File: src/rtl/minmax_polyline_decimator_core_macros.svh
// Assertion macros shared by the decimator core.
`ifndef MINMAX_POLYLINE_DECIMATOR_CORE_MACROS_SVH
`define MINMAX_POLYLINE_DECIMATOR_CORE_MACROS_SVH

// Same-cycle implication, checked at every clock edge outside reset.
`define MMPD_ASSERT_NOW(lbl, ante, cons, msg) \
    lbl: assert property (@(posedge i_clk) disable iff (!i_rst_n) (ante) |-> (cons)) \
        else $error(msg);

// Next-cycle implication, checked at every clock edge outside reset.
`define MMPD_ASSERT_NEXT(lbl, ante, cons, msg) \
    lbl: assert property (@(posedge i_clk) disable iff (!i_rst_n) (ante) |=> (cons)) \
        else $error(msg);

`endif

File: src/rtl/mmpd_pkg.sv
// Types, constants and command structures of the min/max polyline decimator.
package mmpd_pkg;

    localparam int MAX_BUCKETS  = 31;
    localparam int MAX_VERTICES = 4096;
    localparam int ADDR_W       = $clog2(MAX_VERTICES);
    localparam int CNT_W        = ADDR_W + 1;
    localparam int BKT_W        = 5;
    localparam int DIV_STEPS    = 8;
    localparam int CNT_DIV_W    = 4;
    localparam int CFG_IDX_W    = 1;
    localparam int CFG_DATA_W   = 5;

    localparam logic [CFG_IDX_W-1:0] REG_BUCKET_COUNT = 1'b0;
    localparam logic [CFG_IDX_W-1:0] REG_TIME_MODE    = 1'b1;

    localparam logic [BKT_W-1:0] BUCKET_COUNT_RST = 5'd16;

    typedef struct packed {
        logic signed [31:0] sample_x;
        logic signed [31:0] sample_y;
        logic               end_of_strip;
    } t_in;

    typedef struct packed {
        logic signed [31:0] out_x;
        logic signed [31:0] out_y;
        logic               last_of_run;
        logic               truncated;
    } t_out;

    typedef enum logic [1:0] {
        RD_ZERO  = 2'd0,
        RD_LASTV = 2'd1,
        RD_IDX   = 2'd2
    } t_rd_sel;

    typedef enum logic [2:0] {
        SRC_FIRST = 3'd0,
        SRC_LAST  = 3'd1,
        SRC_RAW   = 3'd2,
        SRC_BLO   = 3'd3,
        SRC_BHI   = 3'd4
    } t_src;

    typedef struct packed {
        logic    load;
        logic    fin_init;
        logic    rd_en;
        t_rd_sel rd_sel;
        logic    cap_first;
        logic    cap_span;
        logic    mul;
        logic    upd;
        logic    idx_inc;
        logic    push;
        t_src    src;
        logic    bkt_inc;
        logic    flush;
    } t_cmd;

    typedef struct packed {
        logic pass_thru;
        logic idx_last;
        logic bkt_last;
        logic div_done;
    } t_stat;

endpackage

File: src/rtl/mmpd_ctrl.sv
// Controller state machine sequencing load, bucketing and emission.
module mmpd_ctrl (
    input  logic            i_clk,
    input  logic            i_rst_n,
    input  logic            i_start,
    input  logic            i_eos,
    input  mmpd_pkg::t_stat i_stat,
    output mmpd_pkg::t_cmd  o_cmd,
    output logic            o_busy
);
    import mmpd_pkg::*;

    typedef enum logic [14:0] {
        S_IDLE    = 15'b000000000000001,
        S_FIRST   = 15'b000000000000010,
        S_LASTR   = 15'b000000000000100,
        S_SPAN    = 15'b000000000001000,
        S_RAW_RD  = 15'b000000000010000,
        S_RAW_PUT = 15'b000000000100000,
        S_V_RD    = 15'b000000001000000,
        S_V_MUL   = 15'b000000010000000,
        S_V_DIV   = 15'b000000100000000,
        S_V_UPD   = 15'b000001000000000,
        S_E_FIRST = 15'b000010000000000,
        S_E_B1    = 15'b000100000000000,
        S_E_B2    = 15'b001000000000000,
        S_E_LAST  = 15'b010000000000000,
        S_FLUSH   = 15'b100000000000000
    } t_state;

    t_state r_state, n_state;

    assign o_busy = (r_state != S_IDLE);

    always_ff @(posedge i_clk) begin
        if (!i_rst_n) begin
            r_state <= S_IDLE;
        end else begin
            r_state <= n_state;
        end
    end

    always_comb begin
        n_state = r_state;
        o_cmd   = '0;
        o_cmd.rd_sel = RD_ZERO;
        o_cmd.src    = SRC_FIRST;
        unique case (r_state)
            S_IDLE: begin
                o_cmd.load = i_start;
                if (i_start && i_eos) begin
                    n_state = S_FIRST;
                end
            end
            S_FIRST: begin
                o_cmd.fin_init = 1'b1;
                o_cmd.rd_en    = 1'b1;
                o_cmd.rd_sel   = RD_ZERO;
                n_state        = S_LASTR;
            end
            S_LASTR: begin
                o_cmd.cap_first = 1'b1;
                o_cmd.rd_en     = 1'b1;
                o_cmd.rd_sel    = RD_LASTV;
                n_state         = S_SPAN;
            end
            S_SPAN: begin
                o_cmd.cap_span = 1'b1;
                n_state        = i_stat.pass_thru ? S_RAW_RD : S_V_RD;
            end
            S_RAW_RD: begin
                o_cmd.rd_en  = 1'b1;
                o_cmd.rd_sel = RD_IDX;
                n_state      = S_RAW_PUT;
            end
            S_RAW_PUT: begin
                o_cmd.push    = 1'b1;
                o_cmd.src     = SRC_RAW;
                o_cmd.idx_inc = 1'b1;
                n_state       = i_stat.idx_last ? S_FLUSH : S_RAW_RD;
            end
            S_V_RD: begin
                o_cmd.rd_en  = 1'b1;
                o_cmd.rd_sel = RD_IDX;
                n_state      = S_V_MUL;
            end
            S_V_MUL: begin
                o_cmd.mul = 1'b1;
                n_state   = S_V_DIV;
            end
            S_V_DIV: begin
                if (i_stat.div_done) begin
                    n_state = S_V_UPD;
                end
            end
            S_V_UPD: begin
                o_cmd.upd     = 1'b1;
                o_cmd.idx_inc = 1'b1;
                n_state       = i_stat.idx_last ? S_E_FIRST : S_V_RD;
            end
            S_E_FIRST: begin
                o_cmd.push = 1'b1;
                o_cmd.src  = SRC_FIRST;
                n_state    = S_E_B1;
            end
            S_E_B1: begin
                o_cmd.push = 1'b1;
                o_cmd.src  = SRC_BLO;
                n_state    = S_E_B2;
            end
            S_E_B2: begin
                o_cmd.push    = 1'b1;
                o_cmd.src     = SRC_BHI;
                o_cmd.bkt_inc = 1'b1;
                n_state       = i_stat.bkt_last ? S_E_LAST : S_E_B1;
            end
            S_E_LAST: begin
                o_cmd.push = 1'b1;
                o_cmd.src  = SRC_LAST;
                n_state    = S_FLUSH;
            end
            S_FLUSH: begin
                o_cmd.flush = 1'b1;
                n_state     = S_IDLE;
            end
            default: begin
                n_state = S_IDLE;
            end
        endcase
    end

endmodule

File: config.mk
export PLATFORM = sky130hd
export DESIGN_NAME = mmpd_ctrl
export DESIGN_NICKNAME = d
export VERILOG_FILES = /design/src/rtl/minmax_polyline_decimator_core_macros.svh /design/src/rtl/mmpd_pkg.sv /design/src/rtl/mmpd_ctrl.sv
export SDC_FILE = /design/constraint.sdc
export NUM_CORES = 1
export LEC_CHECK = 0
export ABC_AREA = 1
export BUFFER_PORTS_ARGS = -buffer_cell sky130_fd_sc_hd__buf_2
export CAP_MARGIN = 20
export CORE_MARGIN = 8
export CORE_UTILIZATION = 47
export DETAILED_ROUTE_END_ITERATION = 16
export MAX_ROUTING_LAYER = met4
export PLACE_DENSITY = 0.75
export SYNTH_ARGS = -nofsm -noshare
export SYNTH_HDL_FRONTEND = slang
export SYNTH_SLANG_ARGS = --single-unit
export TNS_END_PERCENT = 20
File: constraint.sdc
create_clock -name i_clk -period 1.35 [get_ports i_clk]
set_input_delay 0.0675 -clock i_clk [delete_from_list [all_inputs] [get_ports i_clk]]
set_output_delay 0.0675 -clock i_clk [all_outputs]
set_load 0.01 [all_outputs]
==> summary by stage, run 1 <==
Timing
The clock arrives with roughly 0.0034 ns of skew. The number of hold violations in the final report is 0. The number of endpoints failing setup at the final stage is 29. Setup repair after global routing could not meet its margin everywhere. The final count of pins violating max slew came to 0. The worst path setup slack after routing is -0.390 ns. The fmax is approximately 570 MHz.

The worst hold slack after final layout is 0.00975 ns. The shortest clock period the worst path allows after layout is roughly 1.7 ns. In the finished design, the share of the clock period the worst path needs comes to 129%. The worst pin sits at a relative slew slack of 81.6%. The setup TNS is -4.96 ns. For the pin with the worst max-slew slack, the measured transition is between 0.2 and 0.3 ns.

Die
For this configuration, the core starts out at a cell density of 47.8%. The row count is 17. From left edge to right edge, the die measures between 60 and 70 um.

The floorplan step set the die height to 62.5 um. The core box area is 0.00213 mm2. The number of top-level pins is 25. The die covers 0.00391 mm2.

Clocking
Counting the buffers created by CTS gives 3. The number of buffers inserted for hold repair after clock tree synthesis is 0. Clock latency on the worst-skew pair, taken at its later pin, is 0.29 ns.

CTS built an H-tree with a depth of 1. In this run the clock root is driven by a clkbuf_4. Counting along the longest clock path gives a buffer depth of 2. The register clock-pin slew on the reported worst setup and hold paths is roughly 0.10 ns. TritonCTS built the clock tree. The CTS sink count is 15.

Layout
The library cell used most frequently in the layout, excluding fill and tap cells, is nand2_1. From synthesis to final layout, the design area changed by 59.4%. Leaving out fill and tap cells, the most frequent cells in the layout are nand2_1 (31), nor2_1 (29), buf_4 (27), inv_1 (26), buf_2 (21). The largest registers in the layout are r_state: 15 flops. 0 antenna diodes ended up in the layout.

The register ranked first by flip-flop count is r_state. The proportion of layout cells with a drive suffix above 1 is about 50%. The number of nets in the final layout is 234. The flip-flop count of the largest register, all copies and words added is 15.

Synth
The net count after synthesis is 174. The number of warnings issued by yosys is 0. The netlist area before placement is 0.00102 mm2. The average cell area after synthesis is 6.13 um2. The sequential cell area fraction in the yosys report is 29.5%. Synthesis produced 166 cells. The distinct cell type count of the synthesized netlist is 22. The register bit total from synthesis is 15.

Placed design
Routability-driven placement finished with a final weighted congestion of 0.927. The post-placement worst setup slack is -0.101 ns. During placement, the flow inserted port buffers numbering 24. The half-perimeter wire length after placement is 2190 um.

Detailed routing
The final route contains around 1.3k vias. The detailed-routing iteration count for the pre-antenna-repair pass is 4. The number of remaining DRC errors is 0. The average routed wire per standard cell is 13.4 um. Using the TritonRoute via totals, the vias-per-cell ratio works out to 5.04. The remaining number of nets flagged by the antenna check after routing is 0. After the first detailed-routing iteration, the DRC count stood at 67. The wire length after detailed routing is between 3000 and 4000 um.

Setup path
The largest stage delay on the critical path is 0.40 ns. STA puts the critical path data required time at 1.28 ns. The buffer and inverter count on the worst path is 2. Traced cell by cell, the critical path runs through nor2_4 > nand2_4 > buf_6 > nor2_1 > o21ai_0 > nand2_1 > buf_2.

The critical-path maximum fanout is 6. The critical path is of the register to output pin type. The cell with the largest stage delay on the worst path is dfxtp_1. The startpoint class of the critical path is a register. The worst setup path is captured at an output pin. The cell family contributing the most delay on the critical path is flip-flops. The signal arrival time at the worst endpoint is about 1.7 ns.

Pwr
The worst-case vdd ir drop is around 0.0019 V. The share of total power consumed by net switching is 49.4%. The switching component of the power is 1.87 mW.

The part of the total power dissipated in combinational logic is 75.3%. The leakage power summed over all cells is 0.905 nW. The total power density per cell area is ~2300 mW/mm2. The internal power of the cells is 1.92 mW. The sequential cell fraction of total power is between 10% and 20%. The clock network fraction of total power is between 7 and 8%.

Global routing
The first global-routing pass estimated 4980 um of wire. The total overflow reported by the global router is 0. The initial antenna violation count came to 0. Entering global routing, the biggest net connects 11 pins. The overall track demand over capacity in global routing is 15.3%. The via count of the first global-routing pass came to between 1k and 1.5k.

Run status
The final reports fail on setup timing. The run finished, with violations left.

Flow run
The tool flagged a number of max-cap violations equal to 0.

Worst hold path
The path category of the worst min-delay check is primary input to register.
## power by group through the flow
| stage | Clock, mW | Combinational (mW) | Sequential (mW) |
|---|---|---|---|
| 4_1_cts | 0.267 | 2.35 | 0.647 |
| 6_report | 0.271 | 2.85 | 0.662 |
| 5_1_grt | 0.297 | 3.06 | 0.673 |
| 2_1_floorplan | 0 | 1.21 | 0.615 |
| 3_5_place_dp | 0 | 1.83 | 0.627 |
| 3_3_place_gp | 0 | 1.79 | 0.621 |
## per-layer routing
layer,GRT usage (%),up-vias,routed length [um]
met3,3.58,13,196
met4,4.27,0,109
met1,16.7,580,1310
met2,27.2,57,1780
li1,-,624,-
met5,-,-,0
## worst register-to-register path, cell delays in order (launching register included)
cell and delay (ns):
dfxtp_2 0.35, nor2_4 0.13, nand2_4 0.08, nor2_4 0.18, buf_6 0.15, buf_6 0.11
nand3_4 0.09, nand2_4 0.14, inv_6 0.07, nand3b_1 0.09, inv_1 0.05
## logic make-up after synthesis
logic type / count (synthesis) / synth area share [%]
and+or+nand+nor: 106 / 52.2
DFF: 15 / 29.5
buffers and inverters: 35 / 13.3
AOI/OAI and AO/OA: 10 / 5.04
## synth_stat cells, drive strengths merged
master | instances | share of area (%)
nand2 | 42 | 19
nand3b | 3 | 2.2
inv | 34 | 13
nand4 | 1 | 0.62
dfxtp | 15 | 30
nor4 | 1 | 0.62
o21ai | 9 | 4.4
o22ai | 1 | 0.62
buf | 1 | 0.49
nand3 | 9 | 4.9
nor3 | 5 | 3.9
nor2 | 45 | 21
## what timing repair did
| action | 4_1_cts | 5_1_grt |
|---|---|---|
| resized for setup | 22 | 31 |
| endpoints found under the hold margin | 0 | 0 |
| pin swaps | 13 | 11 |
| buffers inserted | 9 | 5 |
| setup endpoints to repair | 30 | 30 |
## metrics by stage
stage               std cells  utilization, %  power, mW  instance area, um2
CTS                       250            69.9       3.27                1490
floorplan                 166               -       1.83                1020
finish                    253            76.2       3.78                1620
global route              253            76.2       4.03                1620
detailed placement        237            61.9       2.46                1320
global placement          237            61.9       2.42                1320
## final cells by class
cell class	instances	area, um2
repair buffers	56	398
well taps	28	35.0
multi-input cells	116	716
fillers	142	505
inverters	34	135
clock buffers	4	26.3
flip-flops and latches	15	312
## final timing paths
path | from | cells after the start | slack (ns) | endpoint
max reg2reg | r_state[14] | 10 | -0.18 | r_state[12]
min | i_stat[1] | 3 | 0.01 | r_state[13]
min reg2reg | r_state[4] | 5 | 0.71 | r_state[5]
max | r_state[4] | 7 | -0.39 | o_cmd[13]
No activity file was read; power rests on OpenSTA's default activity.
==> run 2, diff against run 1 <==
Settings changed: CORE_MARGIN 8 to 4, MAX_ROUTING_LAYER met4 to unset, PLACE_DENSITY 0.75 to 0.71.
==> run 2 against run 1 <==
Effect of this change: the run ends with hold timing, setup timing left; combinational power grew 10%; largest power group unchanged; routed wire length grew 30%; global-route usage grew 9.5 points; sequential share of layout area shrank 1.2 points; sequential cell count is the same; first-iteration DRC count grew 18%.
==> summary by stage, run 2 (synthesized netlist as in run 1, its figures left out) <==
Layout
The library cell used most frequently in the layout, excluding fill and tap cells, is buf_4. The area growth from synthesis to layout is 72.8%. The number of fill cells is 99 (-30%). The antenna cell count is 0 (unchanged).

The post-route standard cell area excluding fillers was 0.00176 mm2 (+8.4%). The number of nets in the final layout came to 236 (+0.85%). The register ranked first by flip-flop count is r_state.

The final core area utilization was 87.8% (+12 points). In the final layout, the registers with the most flip-flops are r_state: 15 flops. The flip-flop count of the largest register, all copies and words added is 15 (unchanged).

In the layout the commonest cells are buf_4 (30), nor2_1 (27), inv_1 (25), nand2_1 (25), buf_2 (18). The proportion of layout cells with a drive suffix above 1 is 57.3% (+7.0 points). The non-filler instance count after layout is 254 (+0.40%).

Clocking
TritonCTS built the clock tree. The maximum buffer depth of the clock tree is 2 (unchanged). The CTS sink count is 15 (unchanged). The H-tree level count came to 1 (unchanged). The clock latency on the worst-skew pair was 0.31 ns (+0.02 ns).

The register clock-pin slew on the reported worst setup and hold paths is 0.10 ns (about the same). The number of buffers inserted for hold repair after clock tree synthesis is 0 (unchanged). The clock tree root driver cell is clkbuf_4. The number of buffers created by CTS came to 3 (unchanged).

Setup path
The startpoint class of the critical path is a register. The data required time of the worst path is 1.28 ns (about the same). The largest stage delay on the critical path is 0.37 ns (-0.03 ns). The worst flop-to-flop path endpoint is r_state[5]. The destination of the critical timing path is o_cmd[15]. The signal arrival time at the worst endpoint came to 1.60 ns (-0.07 ns). STA classifies the critical path endpoint as an output pin. The cell depth of the worst flop-to-flop path is 10 (unchanged). The critical-path maximum fanout is 4 (-2). By instance count, the cell type seen most on the critical path is nor2_4. The slowest stage of the critical path is the dfxtp_1 cell. The beginning of the critical path is r_state[10]. The classification of the worst setup path is register to output pin. The critical path goes through nor2_4 > nand2_4 > nor2_4 > inv_4 > nor3_4 > inv_2 > nor2_1 > buf_2.

The startpoint of the worst register-to-register path is r_state[10]. The setup slack of the most critical reg-to-reg path is -0.29 ns (-0.11 ns).

Placed design
The post-placement cell count is 235 (-0.84%). The half-perimeter wire length after placement is 2100 um (-4.2%). The number of I/O port buffers was 24 (unchanged). The post-placement worst setup slack is -0.116 ns (-0.0151 ns). The last weighted congestion value of the routability-driven placer is 0.888 (-4.3%).

The post-detailed-placement cell area was 0.00131 mm2 (-0.66%).

Pwr
The total power consumption of the routed design is 4.11 mW (+8.6%). The total power density per cell area was 2340 mW/mm2 (+0.20%). The worst-case vdd ir drop was 0.00178 V (-6.2%). The leakage power summed over all cells was 0.958 nW (+5.8%).

Worst hold path
The path category of the worst min-delay check is primary input to register.

Timing
Setup repair after global routing could not meet its margin everywhere. The worst hold slack after final layout is -0.00767 ns (-0.0174 ns). The worst relative slew slack was 74.8% (-6.9 points).

The number of hold violations in the final report came to 1 (+1). The setup TNS is -6.92 ns (-1.97 ns). The final critical-path share of the clock period came to 124% (-5.2 points). The number of endpoints failing setup at the final stage is 30 (+3.4%). The worst path setup slack after routing was -0.321 ns (+0.0698 ns). The setup clock skew after layout is 0.00492 ns (+0.00154 ns). The slew at the pin closest to its max-slew limit is 0.377 ns (+0.105 ns). The final count of pins violating max slew is 0 (unchanged).

The shortest clock period the worst path allows after layout is 1.67 ns (-0.0698 ns). The fmax is 599 MHz (+4.2%).

Detailed routing
The iteration-0 DRC count of the detailed router is 79 (+18%). The total vias in the final route is 1441 (+13%). The average routed wire per standard cell is 17.3 um (+29%). The via density per instance is 5.67 (+13%). The detailed-routing iteration count for the pre-antenna-repair pass is 4 (unchanged).

The remaining number of nets flagged by the antenna check after routing was 0 (unchanged). The number of remaining DRC errors is 0 (unchanged). The wire length after detailed routing came to 4400 um (+30%).

Die
The number of top-level pins was 25 (unchanged). The chip height is 54.5 um (-13%). The die width is 54.5 um (-13%). The effective utilization at floorplan is 50.8% (+3.0 points). The full die area is 0.00297 mm2 (-24%). The core box area is 0.00200 mm2 (-5.9%). The row count is 16 (-1).

Run status
The run finished, with violations left. The final reports fail on hold timing, setup timing.

Global routing
The overall track demand over capacity in global routing came to 24.8% (+9.5 points). The initial antenna violation count was 0 (unchanged). The maximum number of pins on one net before global-route repair is 11 (unchanged). The via count of the first global-routing pass was 1213 (+0.92%).

The total overflow reported by the global router was 0 (unchanged). The first-pass GRT wire length is 5240 um (+5.1%).

Flow run
The total of max-cap violations came to 0 (unchanged).
[run 2: cell types whose count changed in the layout (fill, tap and decap cells not counted), sizes merged]
cell	previous run	this run
clkbuf	4	3
buf	56	58
clkinv	0	1
[run 2: layout make-up]
type	instances	area, um2	area share [%]
clock inverter	1	5.00	0.285
tap	27	33.8	1.92
multi-input combinational	116	811	46.1
timing repair buffer	58	432	24.6
sequential	15	317	18.0
clock buffer	3	22.5	1.28
inverter	34	138	7.83
[run 2: timing repair]
item                       in CTS  in global routing
gates resized for setup        31                 53
setup buffers                   9                  7
setup endpoints to repair      30                 30
cloned                          0                  0
pin swaps                      15                 12
[run 2: how the worst min path moves through the flow]
| stage | endpoint | start | slack (ns) | cells after the start |
|---|---|---|---|---|
| finish | r_state[13] | i_stat[1] | -0.008 | 3 |
| detailed placement | r_state[13] | i_stat[1] | 0.31 | 3 |
| floorplan | r_state[13] | i_stat[1] | 0.19 | 2 |
| global placement | r_state[13] | i_stat[1] | 0.31 | 3 |
| global route | r_state[13] | i_stat[1] | 0.009 | 3 |
| CTS | r_state[13] | i_stat[1] | 0.01 | 3 |
[run 2: power breakdown]
group	internal [mW]	leakage [nW]	switching, mW
registers	0.566	0.126	0.117
logic	1.28	0.814	1.85
clock network	0.111	0.0177	0.177
total	1.96	0.958	2.15
[run 2: per-layer routing]
metal | vias to the layer above | track usage, % | wire length (um)
li1 | 626 | - | -
met1 | 656 | 30.1 | 1630
met2 | 119 | 41.0 | 2110
met3 | 40 | 5.18 | 347
met4 | 0 | 12.4 | 320
met5 | - | 0 | 0
[run 2: worst max-delay path: cells and delay by family, from the launching register on]
kind	cells	cell delay, ns
flip-flops	1	0.37
buffers and inverters	3	0.28
AND/OR/NAND/NOR	5	0.66
